===== config.mk =====
export PLATFORM = sky130hd
export DESIGN_NAME = daylight_backlight_curve_ramp_unit
export DESIGN_NICKNAME = d
export VERILOG_FILES = /design/src/rtl/dbcr_pkg.sv /design/src/rtl/dbcr_interp.sv /design/src/rtl/daylight_backlight_curve_ramp_unit.sv
export SDC_FILE = /design/constraint.sdc
export NUM_CORES = 1
export LEC_CHECK = 0
export ABC_AREA = 1
export BUFFER_PORTS_ARGS = -buffer_cell sky130_fd_sc_hd__clkbuf_2
export CAP_MARGIN = 0
export CORE_AREA = 3 3 286 288
export DETAILED_ROUTE_END_ITERATION = 12
export DIE_AREA = 0 0 289 291
export GPL_TIMING_DRIVEN = 1
export PLACE_DENSITY = 0.36
export SLEW_MARGIN = 40
export SYNTH_ARGS = -nofsm -noshare
export SYNTH_HDL_FRONTEND = slang
export SYNTH_SLANG_ARGS = --single-unit

===== constraint.sdc =====
create_clock -name clk -period 7.06 [get_ports clk]
set_input_delay 1.059 -clock clk [delete_from_list [all_inputs] [get_ports clk]]
set_output_delay 1.059 -clock clk [all_outputs]
set_load 0.005 [all_outputs]

===== src/rtl/dbcr_pkg.sv =====
// ----------------------------------------------------------------------------
// dbcr_pkg
// shared types, constants and curve tables for the backlight curve/ramp unit
// ----------------------------------------------------------------------------
package dbcr_pkg;

  localparam int PCT_W    = 7;
  localparam int MIN_W    = 11;
  localparam int ANC_W    = 13;
  localparam int DIFF_W   = ANC_W + 1;
  localparam int SPAN_W   = 12;
  localparam int ACC_W    = SPAN_W + PCT_W - 1;
  localparam int UP_W     = 32;
  localparam int END_W    = UP_W + 1;
  localparam int HM_W     = 6;
  localparam int SECS_W   = 12;
  localparam int IDX_W    = 3;
  localparam int CFG_IDX_W = 2;
  localparam int CFG_DATA_W = 7;

  localparam logic [MIN_W-1:0] FALLBACK_RISE = 11'd390;
  localparam logic [MIN_W-1:0] FALLBACK_SET  = 11'd1170;
  localparam logic [PCT_W-1:0] PCT_FULL      = 7'd100;
  localparam logic [PCT_W-1:0] LEVEL_RESET   = 7'd100;
  localparam logic [PCT_W-1:0] MIN_RESET     = 7'd5;
  localparam logic [PCT_W-1:0] MAX_RESET     = 7'd100;
  localparam logic [HM_W-1:0]  HOLD_RESET    = 6'd10;
  localparam logic [HM_W-1:0]  HOLD_LO       = 6'd1;
  localparam logic [HM_W-1:0]  HOLD_HI       = 6'd60;
  localparam logic [IDX_W-1:0] ANC_FIRST     = 3'd1;
  localparam logic [IDX_W-1:0] ANC_LAST      = 3'd6;

  typedef enum logic [1:0] {
    KIND_EVAL = 2'd0,
    KIND_TICK = 2'd1,
    KIND_OVR  = 2'd2,
    KIND_RSVD = 2'd3
  } kind_t;

  typedef enum logic [CFG_IDX_W-1:0] {
    CFG_ENABLED = 2'd0,
    CFG_MIN_PCT = 2'd1,
    CFG_MAX_PCT = 2'd2,
    CFG_HOLD    = 2'd3
  } cfg_idx_t;

  typedef enum logic [2:0] {
    ST_IDLE,
    ST_SEARCH,
    ST_INTERP,
    ST_CLAMP,
    ST_OUT
  } top_state_t;

  typedef enum logic [1:0] {
    IP_IDLE,
    IP_MUL,
    IP_DIV,
    IP_DONE
  } interp_state_t;

  typedef struct packed {
    logic              start;
    logic [PCT_W-1:0]  p_lo;
    logic [PCT_W-1:0]  p_hi;
    logic [SPAN_W-1:0] span;
    logic [SPAN_W-1:0] num;
  } interp_cmd_t;

  typedef struct packed {
    logic             done;
    logic [PCT_W-1:0] quot;
  } interp_sts_t;

  // percent at each curve anchor
  function automatic logic [PCT_W-1:0] anchor_pct(logic [IDX_W-1:0] idx);
    logic [PCT_W-1:0] p;
    unique case (idx)
      3'd2, 3'd5: p = 7'd60;
      3'd3, 3'd4: p = 7'd100;
      default:    p = 7'd5;
    endcase
    return p;
  endfunction

  // minute of each curve anchor, signed
  function automatic logic signed [ANC_W-1:0] anchor_min(
    logic [IDX_W-1:0] idx,
    logic [MIN_W-1:0] rise,
    logic [MIN_W-1:0] sset,
    logic [MIN_W-1:0] noon
  );
    logic signed [ANC_W-1:0] r;
    logic signed [ANC_W-1:0] s;
    logic signed [ANC_W-1:0] n;
    logic signed [ANC_W-1:0] a;
    r = signed'({2'b00, rise});
    s = signed'({2'b00, sset});
    n = signed'({2'b00, noon});
    unique case (idx)
      3'd1:    a = r - 13'sd60;
      3'd2:    a = r + 13'sd30;
      3'd3:    a = n - 13'sd120;
      3'd4:    a = n + 13'sd120;
      3'd5:    a = s - 13'sd30;
      default: a = s + 13'sd60;
    endcase
    return a;
  endfunction

  function automatic logic [PCT_W-1:0] sat_pct(logic [PCT_W-1:0] v);
    return (v > PCT_FULL) ? PCT_FULL : v;
  endfunction

endpackage


===== src/rtl/dbcr_interp.sv =====
// ----------------------------------------------------------------------------
// dbcr_interp
// serial interpolation: shift-add weighting then restoring division by span
// ----------------------------------------------------------------------------
module dbcr_interp (
  input  logic                 clk,
  input  logic                 rst_n,
  input  dbcr_pkg::interp_cmd_t cmd,
  output dbcr_pkg::interp_sts_t sts
);

  localparam logic [dbcr_pkg::IDX_W-1:0] LAST_STEP = dbcr_pkg::IDX_W'(dbcr_pkg::PCT_W - 1);

  dbcr_pkg::interp_state_t state_r, state_nxt;

  logic [dbcr_pkg::IDX_W-1:0]  cnt_r;
  logic [dbcr_pkg::ACC_W-1:0]  a_r;
  logic [dbcr_pkg::ACC_W-1:0]  b_r;
  logic [dbcr_pkg::PCT_W-1:0]  c0_r;
  logic [dbcr_pkg::PCT_W-1:0]  c1_r;
  logic [dbcr_pkg::ACC_W-1:0]  acc_r;
  logic [dbcr_pkg::ACC_W-1:0]  acc_nxt;
  logic [dbcr_pkg::SPAN_W-1:0] span_r;
  logic [dbcr_pkg::ACC_W-1:0]  dvs_r;
  logic [dbcr_pkg::PCT_W-1:0]  q_r;
  logic                        ge;
  logic                        last;

  assign acc_nxt = acc_r + (c0_r[0] ? a_r : '0) + (c1_r[0] ? b_r : '0);
  assign ge      = acc_r >= dvs_r;
  assign last    = cnt_r == LAST_STEP;

  // next state
  always_comb begin
    state_nxt = state_r;
    unique case (state_r)
      dbcr_pkg::IP_IDLE: if (cmd.start) state_nxt = dbcr_pkg::IP_MUL;
      dbcr_pkg::IP_MUL:  if (last) state_nxt = dbcr_pkg::IP_DIV;
      dbcr_pkg::IP_DIV:  if (last) state_nxt = dbcr_pkg::IP_DONE;
      dbcr_pkg::IP_DONE: state_nxt = dbcr_pkg::IP_IDLE;
    endcase
  end

  // outputs
  always_comb begin
    sts.done = state_r == dbcr_pkg::IP_DONE;
    sts.quot = q_r;
  end

  always_ff @(posedge clk) begin
    if (!rst_n) begin
      state_r <= dbcr_pkg::IP_IDLE;
      cnt_r   <= '0;
    end else begin
      state_r <= state_nxt;
      if (state_r == dbcr_pkg::IP_IDLE || last) begin
        cnt_r <= '0;
      end else begin
        cnt_r <= cnt_r + 1'b1;
      end
    end
  end

  always_ff @(posedge clk) begin
    unique case (state_r)
      dbcr_pkg::IP_IDLE: begin
        a_r    <= dbcr_pkg::ACC_W'(cmd.span - cmd.num);
        b_r    <= dbcr_pkg::ACC_W'(cmd.num);
        c0_r   <= cmd.p_lo;
        c1_r   <= cmd.p_hi;
        span_r <= cmd.span;
        acc_r  <= '0;
      end
      dbcr_pkg::IP_MUL: begin
        acc_r <= acc_nxt;
        a_r   <= a_r << 1;
        b_r   <= b_r << 1;
        c0_r  <= c0_r >> 1;
        c1_r  <= c1_r >> 1;
        dvs_r <= {span_r, (dbcr_pkg::PCT_W - 1)'(0)};
        q_r   <= '0;
      end
      dbcr_pkg::IP_DIV: begin
        if (ge) begin
          acc_r <= acc_r - dvs_r;
        end
        q_r   <= {q_r[dbcr_pkg::PCT_W-2:0], ge};
        dvs_r <= dvs_r >> 1;
      end
      dbcr_pkg::IP_DONE: begin
        acc_r <= acc_r;
      end
    endcase
  end

endmodule


===== src/rtl/daylight_backlight_curve_ramp_unit.sv =====
// ----------------------------------------------------------------------------
// daylight_backlight_curve_ramp_unit
// backlight auto-brightness: daylight curve target, ramp ticks, override hold
// ----------------------------------------------------------------------------
//  channel | dir | ports                                         | handshake
//  in      | in  | kind, now/sunrise/sunset min, sun_valid, ...  | in_valid/in_ready
//  out     | out | level_pct, target_pct, holding, level_changed | out_valid/out_ready
//  cfg     | in  | cfg_index, cfg_data                           | cfg_valid/cfg_ready
//
//  tick, override and ignored requests: go straight to the output state
//  evaluate: anchor search, then (when needed) shift-add, divide and finish
//  steps in the serial interpolator, then the clamp and output states
//  one request in flight; in_ready returns once the result sits in the output
//  register, the next result waits in ST_OUT until the output register is free
//  reset is synchronous; cfg_ready is always high
// ----------------------------------------------------------------------------
module daylight_backlight_curve_ramp_unit (
  input  logic                              clk,
  input  logic                              rst_n,
  input  logic                              in_valid,
  output logic                              in_ready,
  input  logic [1:0]                        in_kind,
  input  logic [dbcr_pkg::MIN_W-1:0]        in_now_min,
  input  logic [dbcr_pkg::MIN_W-1:0]        in_sunrise_min,
  input  logic [dbcr_pkg::MIN_W-1:0]        in_sunset_min,
  input  logic                              in_sun_valid,
  input  logic [dbcr_pkg::UP_W-1:0]         in_uptime_s,
  input  logic [dbcr_pkg::PCT_W-1:0]        in_override_pct,
  output logic                              out_valid,
  input  logic                              out_ready,
  output logic [dbcr_pkg::PCT_W-1:0]        out_level_pct,
  output logic [dbcr_pkg::PCT_W-1:0]        out_target_pct,
  output logic                              out_holding,
  output logic                              out_level_changed,
  input  logic                              cfg_valid,
  output logic                              cfg_ready,
  input  logic [dbcr_pkg::CFG_IDX_W-1:0]    cfg_index,
  input  logic [dbcr_pkg::CFG_DATA_W-1:0]   cfg_data
);

  dbcr_pkg::top_state_t state_r, state_nxt;

  logic                              enabled_r;
  logic [dbcr_pkg::PCT_W-1:0]        min_r;
  logic [dbcr_pkg::PCT_W-1:0]        max_r;
  logic [dbcr_pkg::HM_W-1:0]         hold_min_r;
  logic [dbcr_pkg::PCT_W-1:0]        level_r;
  logic [dbcr_pkg::PCT_W-1:0]        target_r;
  logic                              hold_r;
  logic [dbcr_pkg::END_W-1:0]        hold_end_r;
  logic                              changed_r;
  logic [dbcr_pkg::MIN_W-1:0]        now_r;
  logic [dbcr_pkg::MIN_W-1:0]        rise_r;
  logic [dbcr_pkg::MIN_W-1:0]        set_r;
  logic [dbcr_pkg::MIN_W-1:0]        noon_r;
  logic [dbcr_pkg::IDX_W-1:0]        idx_r;
  logic signed [dbcr_pkg::ANC_W-1:0] a_prev_r;
  logic [dbcr_pkg::PCT_W-1:0]        raw_r;
  logic                              out_valid_r;
  logic [dbcr_pkg::PCT_W-1:0]        out_level_r;
  logic [dbcr_pkg::PCT_W-1:0]        out_target_r;
  logic                              out_hold_r;
  logic                              out_changed_r;

  logic                              in_fire;
  logic                              cfg_fire;
  dbcr_pkg::kind_t                   kind;
  logic                              hold_block;
  logic                              eval_go;
  logic [dbcr_pkg::MIN_W-1:0]        sel_rise;
  logic [dbcr_pkg::MIN_W-1:0]        sel_set;
  logic [dbcr_pkg::MIN_W:0]          rs_sum;
  logic [dbcr_pkg::HM_W-1:0]         hm;
  logic [dbcr_pkg::SECS_W-1:0]       hold_secs;
  logic signed [dbcr_pkg::ANC_W-1:0] a_cur;
  logic signed [dbcr_pkg::ANC_W-1:0] now_s;
  logic signed [dbcr_pkg::DIFF_W-1:0] span_s;
  logic signed [dbcr_pkg::DIFF_W-1:0] num_s;
  logic                              hit;
  logic                              search_done;
  logic                              need_interp;
  logic [dbcr_pkg::PCT_W-1:0]        raw_pick;
  logic [dbcr_pkg::PCT_W-1:0]        lo_pct;
  logic [dbcr_pkg::PCT_W-1:0]        hi_pct;
  logic [dbcr_pkg::PCT_W-1:0]        clamp_val;
  logic                              out_load;
  dbcr_pkg::interp_cmd_t             icmd;
  dbcr_pkg::interp_sts_t             ists;

  assign in_fire  = in_valid && in_ready;
  assign cfg_ready = 1'b1;
  assign cfg_fire = cfg_valid && cfg_ready;
  assign kind     = dbcr_pkg::kind_t'(in_kind);

  assign hold_block = hold_r && ({1'b0, in_uptime_s} < hold_end_r);
  assign eval_go    = in_fire && enabled_r && (kind == dbcr_pkg::KIND_EVAL) && !hold_block;

  assign sel_rise = in_sun_valid ? in_sunrise_min : dbcr_pkg::FALLBACK_RISE;
  assign sel_set  = in_sun_valid ? in_sunset_min  : dbcr_pkg::FALLBACK_SET;
  assign rs_sum   = {1'b0, sel_rise} + {1'b0, sel_set};

  always_comb begin
    priority if (hold_min_r < dbcr_pkg::HOLD_LO) begin
      hm = dbcr_pkg::HOLD_LO;
    end else if (hold_min_r > dbcr_pkg::HOLD_HI) begin
      hm = dbcr_pkg::HOLD_HI;
    end else begin
      hm = hold_min_r;
    end
  end
  // minutes times sixty
  assign hold_secs = {hm, 6'b0} - dbcr_pkg::SECS_W'({hm, 2'b0});

  // anchor search, one anchor per cycle
  assign a_cur  = dbcr_pkg::anchor_min(idx_r, rise_r, set_r, noon_r);
  assign now_s  = signed'({2'b00, now_r});
  assign hit    = now_s <= a_cur;
  assign span_s = {a_cur[dbcr_pkg::ANC_W-1], a_cur} - {a_prev_r[dbcr_pkg::ANC_W-1], a_prev_r};
  assign num_s  = {now_s[dbcr_pkg::ANC_W-1], now_s} - {a_prev_r[dbcr_pkg::ANC_W-1], a_prev_r};
  assign search_done = hit || (idx_r == dbcr_pkg::ANC_LAST);
  assign need_interp = hit && (idx_r != dbcr_pkg::ANC_FIRST) && (span_s > 0) && (num_s > 0);

  always_comb begin
    priority if (!hit) begin
      raw_pick = dbcr_pkg::anchor_pct(dbcr_pkg::ANC_LAST);
    end else if (idx_r == dbcr_pkg::ANC_FIRST) begin
      raw_pick = dbcr_pkg::anchor_pct('0);
    end else if (span_s <= 0) begin
      raw_pick = dbcr_pkg::anchor_pct(idx_r);
    end else begin
      raw_pick = dbcr_pkg::anchor_pct(idx_r - 1'b1);
    end
  end

  assign lo_pct = dbcr_pkg::sat_pct(min_r);
  assign hi_pct = dbcr_pkg::sat_pct(max_r);
  always_comb begin
    priority if (raw_r < lo_pct) begin
      clamp_val = lo_pct;
    end else if (raw_r > hi_pct) begin
      clamp_val = hi_pct;
    end else begin
      clamp_val = raw_r;
    end
  end

  // next state
  always_comb begin
    state_nxt = state_r;
    unique case (state_r)
      dbcr_pkg::ST_IDLE: begin
        if (in_fire) begin
          state_nxt = eval_go ? dbcr_pkg::ST_SEARCH : dbcr_pkg::ST_OUT;
        end
      end
      dbcr_pkg::ST_SEARCH: begin
        priority if (need_interp) begin
          state_nxt = dbcr_pkg::ST_INTERP;
        end else if (search_done) begin
          state_nxt = dbcr_pkg::ST_CLAMP;
        end
      end
      dbcr_pkg::ST_INTERP: if (ists.done) state_nxt = dbcr_pkg::ST_CLAMP;
      dbcr_pkg::ST_CLAMP:  state_nxt = dbcr_pkg::ST_OUT;
      dbcr_pkg::ST_OUT:    if (out_load) state_nxt = dbcr_pkg::ST_IDLE;
    endcase
  end

  // outputs
  always_comb begin
    in_ready   = state_r == dbcr_pkg::ST_IDLE;
    out_load   = (state_r == dbcr_pkg::ST_OUT) && (!out_valid_r || out_ready);
    icmd.start = (state_r == dbcr_pkg::ST_SEARCH) && need_interp;
    icmd.p_lo  = dbcr_pkg::anchor_pct(idx_r - 1'b1);
    icmd.p_hi  = dbcr_pkg::anchor_pct(idx_r);
    icmd.span  = span_s[dbcr_pkg::SPAN_W-1:0];
    icmd.num   = num_s[dbcr_pkg::SPAN_W-1:0];
  end

  dbcr_interp u_interp (
    .clk   (clk),
    .rst_n (rst_n),
    .cmd   (icmd),
    .sts   (ists)
  );

  always_ff @(posedge clk) begin
    if (!rst_n) begin
      state_r     <= dbcr_pkg::ST_IDLE;
      enabled_r   <= 1'b0;
      min_r       <= dbcr_pkg::MIN_RESET;
      max_r       <= dbcr_pkg::MAX_RESET;
      hold_min_r  <= dbcr_pkg::HOLD_RESET;
      level_r     <= dbcr_pkg::LEVEL_RESET;
      target_r    <= dbcr_pkg::LEVEL_RESET;
      hold_r      <= 1'b0;
      hold_end_r  <= '0;
      changed_r   <= 1'b0;
      out_valid_r <= 1'b0;
    end else begin
      state_r <= state_nxt;

      if (cfg_fire) begin
        unique case (dbcr_pkg::cfg_idx_t'(cfg_index))
          dbcr_pkg::CFG_ENABLED: enabled_r  <= cfg_data[0];
          dbcr_pkg::CFG_MIN_PCT: min_r      <= cfg_data;
          dbcr_pkg::CFG_MAX_PCT: max_r      <= cfg_data;
          dbcr_pkg::CFG_HOLD:    hold_min_r <= cfg_data[dbcr_pkg::HM_W-1:0];
        endcase
      end

      if (in_fire) begin
        changed_r <= enabled_r && (kind == dbcr_pkg::KIND_TICK) && (level_r != target_r);
        if (enabled_r) begin
          unique case (kind)
            dbcr_pkg::KIND_EVAL: begin
              if (!hold_block) begin
                hold_r <= 1'b0;
              end
            end
            dbcr_pkg::KIND_TICK: begin
              if (level_r != target_r) begin
                level_r <= (level_r < target_r) ? level_r + 1'b1 : level_r - 1'b1;
              end
            end
            dbcr_pkg::KIND_OVR: begin
              hold_r     <= 1'b1;
              hold_end_r <= {1'b0, in_uptime_s} + dbcr_pkg::END_W'(hold_secs);
              level_r    <= dbcr_pkg::sat_pct(in_override_pct);
              target_r   <= dbcr_pkg::sat_pct(in_override_pct);
            end
            dbcr_pkg::KIND_RSVD: begin
              hold_r <= hold_r;
            end
          endcase
        end
      end

      if (state_r == dbcr_pkg::ST_CLAMP) begin
        target_r <= clamp_val;
      end

      if (out_load) begin
        out_valid_r <= 1'b1;
      end else if (out_ready) begin
        out_valid_r <= 1'b0;
      end
    end
  end

  // datapath registers
  always_ff @(posedge clk) begin
    if (eval_go) begin
      now_r    <= in_now_min;
      rise_r   <= sel_rise;
      set_r    <= sel_set;
      noon_r   <= rs_sum[dbcr_pkg::MIN_W:1];
      idx_r    <= dbcr_pkg::ANC_FIRST;
      a_prev_r <= dbcr_pkg::anchor_min('0, sel_rise, sel_set, rs_sum[dbcr_pkg::MIN_W:1]);
    end else if (state_r == dbcr_pkg::ST_SEARCH && !search_done) begin
      idx_r    <= idx_r + 1'b1;
      a_prev_r <= a_cur;
    end

    if (state_r == dbcr_pkg::ST_SEARCH && search_done && !need_interp) begin
      raw_r <= raw_pick;
    end else if (state_r == dbcr_pkg::ST_INTERP && ists.done) begin
      raw_r <= ists.quot;
    end

    if (out_load) begin
      out_level_r   <= level_r;
      out_target_r  <= target_r;
      out_hold_r    <= hold_r;
      out_changed_r <= changed_r;
    end
  end

  assign out_valid         = out_valid_r;
  assign out_level_pct     = out_level_r;
  assign out_target_pct    = out_target_r;
  assign out_holding       = out_hold_r;
  assign out_level_changed = out_changed_r;

`ifndef ASSERT_OFF
  a_out_range: assert property (@(posedge clk) disable iff (!rst_n)
    out_valid |-> (out_level_pct <= dbcr_pkg::PCT_FULL) && (out_target_pct <= dbcr_pkg::PCT_FULL))
    else $error("result percent above full scale");

  a_interp_owner: assert property (@(posedge clk) disable iff (!rst_n)
    ists.done |-> state_r == dbcr_pkg::ST_INTERP)
    else $error("interpolator finished outside interpolation phase");

  a_accept_busy: assert property (@(posedge clk) disable iff (!rst_n)
    in_fire |=> !in_ready)
    else $error("second request taken before result was formed");

  a_raw_range: assert property (@(posedge clk) disable iff (!rst_n)
    state_r == dbcr_pkg::ST_CLAMP |-> raw_r <= dbcr_pkg::PCT_FULL)
    else $error("curve value above full scale");
`endif

endmodule

==> impl_results.md, run 1 <==
* Largest net degree at the start of global routing at between 70 and 80
* Vias in the first global route at around 17000
* Critical path's slowest cell: nor3_4
* Final clock skew at 0.0238 ns
* Post-synthesis cell type count at 60
* Fmax at 188 MHz
* Finished Cell Area at about 0.023 mm^2
* Hold Crit Class: register to register
* CTS tree: done
* Ranking of synthesized cells by area: edfxtp_1 (28%), ha_1 (12%), nand2_1 (11%)
* Post-synth EDFFs at 185
* Gpl congestion at 0.868
* Sequential Power Share at 25.7%
* # IOs at 108
* Sw power at between 4 and 5 mW
* Syn Nets at slightly below 3000
* Asr flop ratio synth at 0%
* NumNets Final at approximately 3000
* Outcome: finished, final reports clean
* Total GRT Usage at 14.5%
* Final wirelength at 61400 um
* Final period util at 75.5%
* CTS clk-pin slew, worst paths at 0.06 ns
* Chip Width at 289 um
* Pre-antenna DRT Iters at 5
* Core box area at 0.0791 mm^2
* Die ar. at approximately 0.084 mm^2
* Antenna violations before repair at 0
* Leak at approximately 11 nW
* Post-Synthesis Cells at approximately 2600
* Yosys top cell area share at 28.1%
* Ys flop type: edfxtp_1
* Detailed-route wire length per cell at around 16 um
* Clock power frac at 19.8%
* CP Data Arrival Time at 5.62 ns
* Global-route wire length before repair at 96700 um
* Root Buffer: clkbuf_16
* Req. time, crit path at 7.34 ns
* Avg Synthesized Cell Area at 7.58 um^2
* Total Negative Setup Slacks at 0 ns
* CP Class: register to register
* Final Setup Violations at 0
* Total clock sinks at 267
* Peak supply drop at 205 uV
* Sequential share of the synthesized area at 36.4%
* Starting Density at roughly 25%
* Post-DP Area at 0.0215 mm^2
* Resized cells post-CTS at 0
* Worst-path maximum fanout at 15
* Combinational cell fraction of total power at a little over half
* Switching share of power at 46.3%
* Yosys Warn Count at 0
* # hold bufs at CTS at 0
* Hold Fails Final Rpt at 0
* Max-Cap Viols at 0
* Row Count at 103
* Worst Setup End Kind: register
* Final min period at 5.33 ns
* Port-buffer cells at 106
* Vias per cell at about 4.5
* Post-CTS setup buffer count at 0
* H-tree Lvls at 2
* CTS buffer count at 38
* PwrDens at 443 mW/mm^2
* DP HPWL at 48700 um
* Most used cell, CP: nand2_1
* Fraction of layout cells with a size suffix above 1 at 8.16%
* Fin. max-slew vios at 0
* Internal power at 5.41 mW
* RSZ-0062 raised after global routing: no
* Skew-Pair Late Insertion Delay at 0.56 ns
* Clock Path Buffers at 3
* Die Y at 291 um
* Max_slew headroom at 47.5%
* Area Overhead vs Synth at 15.5%
* Setup crit start kind: register
* Starting DRT DRC Count at 1010
* Post-route DRC at 0
* # diodes at 0
* Worst slew pin tran at approximately 0.79 ns
* Routed vias at 17200
* Final antenna-violating net count at 0
* Cell Area, Synth at 0.0197 mm^2
* Grt ovf at 0
* Slowest stage delay, CP at between 0.5 and 0.6 ns
* FF+latch count, synth at 267
* Top cell type by total area after synthesis: edfxtp_1
## synthesized netlist by cell type, types with 34 or more instances
| cell type | instances |
|---|---|
| clkbuf_1 | 34 |
| xor2_1 | 36 |
| ha_1 | 185 |
| a21oi_1 | 221 |
| inv_1 | 442 |
| nor2_1 | 187 |
| dfxtp_1 | 82 |
| edfxtp_1 | 185 |
| nor3_1 | 44 |
| o21ai_0 | 188 |
| nand4_1 | 35 |
| nand2_1 | 593 |
| nand3_1 | 133 |
## routing by layer
layer  track usage, %  wire length, um
met3             1.93             2080
met4             4.01             1620
met5                0                0
met1             19.3            29000
met2             24.5            28700
## cells by family after synthesis
group / Yosys count / synth area share (%)
simple gates: 1048 / 22.5
compound gates: 514 / 14.3
buf+inv: 500 / 9.59
flops: 267 / 36.4
fa+ha+maj: 210 / 14.3
xor+xnor: 63 / 2.79
other cells: 1 / 0.0190
mux: 1 / 0.0570
## registers in the layout, indices dropped and copies added (netlist names), 11 cells and up
signal	flops
now_r	11
u_interp.acc_r	18
u_interp.b_r	18
u_interp.dvs_r	18
u_interp.span_r	12
hold_end_r	33
set_r	11
rise_r	11
noon_r	11
u_interp.a_r	18
a_prev_r	13
## power groups by stage
stage / logic, mW / registers (mW) / clock network [mW]
final: 5.50 / 2.59 / 2.00
after global routing: 6.38 / 2.64 / 2.13
after CTS: 5.56 / 2.61 / 2.08
after detailed placement: 5.52 / 2.64 / 0
after global placement: 5.52 / 2.64 / 0
after floorplan: 4.07 / 2.50 / 0
## final timing paths
check             from                end  slack [ns]  cells past startpoint
max           idx_r[2]   u_interp.a_r[16]        1.73                     26
min reg2reg  changed_r  out_level_changed        0.44                      0
min          changed_r  out_level_changed        0.44                      0
max reg2reg   idx_r[2]   u_interp.a_r[16]        1.73                     26
## critical path: cells and delay by family (launching register included)
kind | cells | cell delay, ns
fa+ha+maj | 3 | 0.99
flops | 1 | 0.52
simple gates | 13 | 1.98
compound gates | 5 | 0.97
buf+inv | 5 | 0.60
## through the flow
step	cells	util, %	hold slack (ns)	worst slack (ns)	total power [mW]
2_1_floorplan	2604	-	0.408	3.00	6.57
3_3_place_gp	3725	27.2	0.429	1.89	8.16
3_5_place_dp	3725	27.2	0.429	1.75	8.16
4_1_cts	3794	28.8	0.438	1.68	10.3
5_1_grt	3795	28.8	0.453	1.04	11.2
6_report	3795	28.8	0.436	1.73	10.1
## area by class of cell
type	instances	area (um^2)
inverter	453	1700
multi-input combinational	1837	10700
timing repair buffer	119	632
clock buffer	53	1090
sequential	267	7200
fill	8662	56300
clock inverter	16	204
tap	1050	1310
## placed cells by master, fill, tap and decap left out, types with 12 or more instances in the layout
master	count
a21oi_1	221
a31oi_1	22
buf_4	12
clkbuf_16	40
clkbuf_2	106
dfxtp_1	82
edfxtp_1	185
fa_1	25
ha_1	184
inv_1	440
nand2_1	592
nand3_1	133
nand4_1	35
nor2_1	187
nor3_1	43
o211ai_1	21
o21ai_0	187
xnor2_1	27
xor2_1	36
Note: power is estimated with default switching activity, not from simulation.
==> run 2, diff against run 1 <==
Settings changed: PLACE_DENSITY 0.36 to 0.37.
Clock period 7.06 ns to 4.43 ns, I/O delays scaled along.
==> run 2 against run 1 <==
  * Sequential share of layout area decreased by 1.7 points
  * Non-clock buffer count up 112
  * Critical endpoint is now u_interp.a_r[15]
  * Register-to-register slack worse by 1.4 ns
  * Clock power rose by 50%
  * Highest routed layer unchanged
  * First-iteration DRC count shrank 11%
  * Flip-flop and latch count did not move
  * Combinational power up 100%
==> impl_results.md, run 2 (synthesis results as in run 1) <==
* Outcome: finished, final reports clean (unchanged)
* CP Data Arrival Time at 4.44 ns (was 5.62 ns)
* Worst slew pin tran at 0.803 ns (was 0.788 ns)
* Final Setup Violations at 0 (unchanged)
* Vias per cell at 4.49 (was 4.53)
* Global-route wire length before repair at 97600 um (was 96700 um)
* Hold Fails Final Rpt at 0 (unchanged)
* Buf+Inv Stages, Crit Path at 4 (was 5)
* Crit-path leading delay family: simple AND/OR/NAND/NOR gates (unchanged)
* Final antenna-violating net count at 0 (unchanged)
* Final wirelength at 62400 um (was 61400 um)
* Most used cell, CP: nand2_1 (unchanged)
* Power Total at 18.2 mW (was 10.1 mW)
* Fmax at 242 MHz (was 188 MHz)
* Final core utilization at 30.5% (was 28.8%)
* Max_slew headroom at 46.4% (was 47.5%)
* Hold Crit Class: primary input to register (was register to register)
* # hold bufs at CTS at 0 (unchanged)
* Max-Cap Viols at 0 (unchanged)
* Vias in the first global route at 17600 (was 17200)
* Largest net degree at the start of global routing at 77 (unchanged)
* Setup crit start kind: register (unchanged)
* Antenna violations before repair at 1 (was 0)
* CTS buffer count at 38 (unchanged)
* Detailed-route wire length per cell at 16.0 um (was 16.2 um)
* Final min period at 4.14 ns (was 5.33 ns)
* Final clock skew at 0.0219 ns (was 0.0238 ns)
* Largest Register: hold_end_r (unchanged)
* Fraction of layout cells with a size suffix above 1 at 15.4% (was 8.16%)
* Internal power at 9.96 mW (was 5.41 mW)
* Chip Width at 289 um (unchanged)
* Area Overhead vs Synth at 22.4% (was 15.5%)
* Placed cells at 3822 (was 3725)
* Worst setup margin at 0.289 ns (was 1.73 ns)
* Root Buffer: clkbuf_16 (unchanged)
* PwrDens at 755 mW/mm^2 (was 443 mW/mm^2)
* Slowest stage delay, CP at 0.42 ns (was 0.53 ns)
* CTS clk-pin slew, worst paths at 0.06 ns (about the same)
* Worst-path maximum fanout at 6 (was 15)
* Pre-antenna DRT Iters at 5 (unchanged)
* Finished Cell Area at 0.0242 mm^2 (was 0.0228 mm^2)
* Starting Density at 25.0% (unchanged)
* Max FFs per register at 33 (unchanged)
* Final Non-Filler Cells at 3907 (was 3795)
* Final period util at 93.5% (was 75.5%)
* Skew-Pair Late Insertion Delay at 0.57 ns (was 0.56 ns)
* CTS tree: done (unchanged)
* Peak supply drop at 403 uV (was 205 uV)
* Sw power at 8.28 mW (was 4.68 mW)
* Core box area at 0.0791 mm^2 (unchanged)
* Fin. max-slew vios at 0 (unchanged)
* Most frequent cells in the layout: nand2_1 (578), inv_1 (426), a21oi_1 (217), edfxtp_1 (185), o21ai_0 (182) (was nand2_1 (592), inv_1 (440), a21oi_1 (221), nor2_1 (187), o21ai_0 (187))
* Clock power frac at 16.4% (was 19.8%)
* Combinational cell fraction of total power at 61.0% (was 54.5%)
* Port-buffer cells at 106 (unchanged)
* Grt ovf at 0 (unchanged)
* Post-route DRC at 0 (unchanged)
* Leak at 11.2 nW (was 10.6 nW)
* CP Class: register to register (unchanged)
* Starting DRT DRC Count at 900 (was 1010)
* Req. time, crit path at 4.73 ns (was 7.34 ns)
* Switching share of power at 45.4% (was 46.3%)
* Critical path's slowest cell: edfxtp_1 (was nor3_4)
* Total clock sinks at 267 (unchanged)
* Sequential Power Share at 22.6% (was 25.7%)
* H-tree Lvls at 2 (unchanged)
* Worst Setup End Kind: register (unchanged)
* Most common cell after layout, fill and taps aside: nand2_1 (unchanged)
* DP HPWL at 49900 um (was 48700 um)
* Gpl congestion at 0.860 (was 0.868)
* Worst slack, placed at -0.329 ns (was 1.75 ns)
* Post-DP Area at 0.0222 mm^2 (was 0.0215 mm^2)
* Row Count at 103 (unchanged)
* Die ar. at 0.0841 mm^2 (unchanged)
* # IOs at 108 (unchanged)
* Routed vias at 17500 (was 17200)
* Fillers at 8585 (was 8662)
* Total GRT Usage at 14.6% (was 14.5%)
* NumNets Final at 3127 (was 3015)
* Die Y at 291 um (unchanged)
* Clock Path Buffers at 3 (unchanged)
==> run 2: cell types whose count changed in the layout (fill, tap and decap cells not counted), moves of 10 or more <==
cell	before	now
ha_1	184	162
buf_4	12	121
nand2_2	8	21
ha_4	0	14
nor3_1	43	33
inv_2	8	22
inv_1	440	426
nand2_1	592	578
==> run 2: final timing paths <==
path | start | to | slack [ns] | depth (start not counted)
setup / recovery | set_r[2] | u_interp.a_r[15] | 0.29 | 28
hold / removal | in_now_min[3] | now_r[3] | 0.28 | 1
setup reg to reg | set_r[2] | u_interp.a_r[15] | 0.29 | 28
hold reg to reg | changed_r | out_level_changed | 0.44 | 0
==> run 2: power by group through the flow <==
stage / sequential, mW / clock (mW) / combinational [mW]
after floorplan: 3.98 / 0 / 6.48
after global placement: 4.16 / 0 / 10.1
after detailed placement: 4.17 / 0 / 10.1
after CTS: 4.12 / 3.12 / 10.4
after global routing: 4.20 / 3.20 / 12.6
final: 4.12 / 2.99 / 11.1
==> run 2: what timing repair did <==
| action | in CTS | in global routing |
|---|---|---|
| gates resized for setup | 16 | 122 |
| endpoints found under the hold margin | 0 | 0 |
| pin swaps | 5 | 46 |
| buffers inserted | 3 | 13 |
| setup endpoints to repair | 24 | 31 |
==> run 2: final cells by class <==
type / count / area [um^2] / area share (%)
diodes: 1 / 2.50 / 0.0104
clock buffers: 46 / 991 / 4.10
clock inverters: 22 / 209 / 0.865
inverters: 453 / 1710 / 7.06
multi-input cells: 1837 / 11200 / 46.5
flip-flops and latches: 267 / 7200 / 29.8
well taps: 1050 / 1310 / 5.44
repair buffers: 231 / 1500 / 6.21
==> run 2: metrics by stage <==
stage               hold WS (ns)  setup TNS [ns]
floorplan                  0.408               0
global placement           0.424           -4.02
detailed placement         0.429           -3.75
CTS                        0.231               0
global route               0.247          -0.127
finish                     0.275               0
==> run 2: routing by layer <==
metal  routed length [um]  part of all wire (%)  vias to the layer above  GRT usage, %
li1                     -                     -                     9121             -
met1                29900                    48                     8096          19.8
met2                29200                    47                      258          24.5
met3                 1950                   3.1                       72          1.88
met4                 1370                   2.2                        0          3.53
met5                    0                     0                        -             0
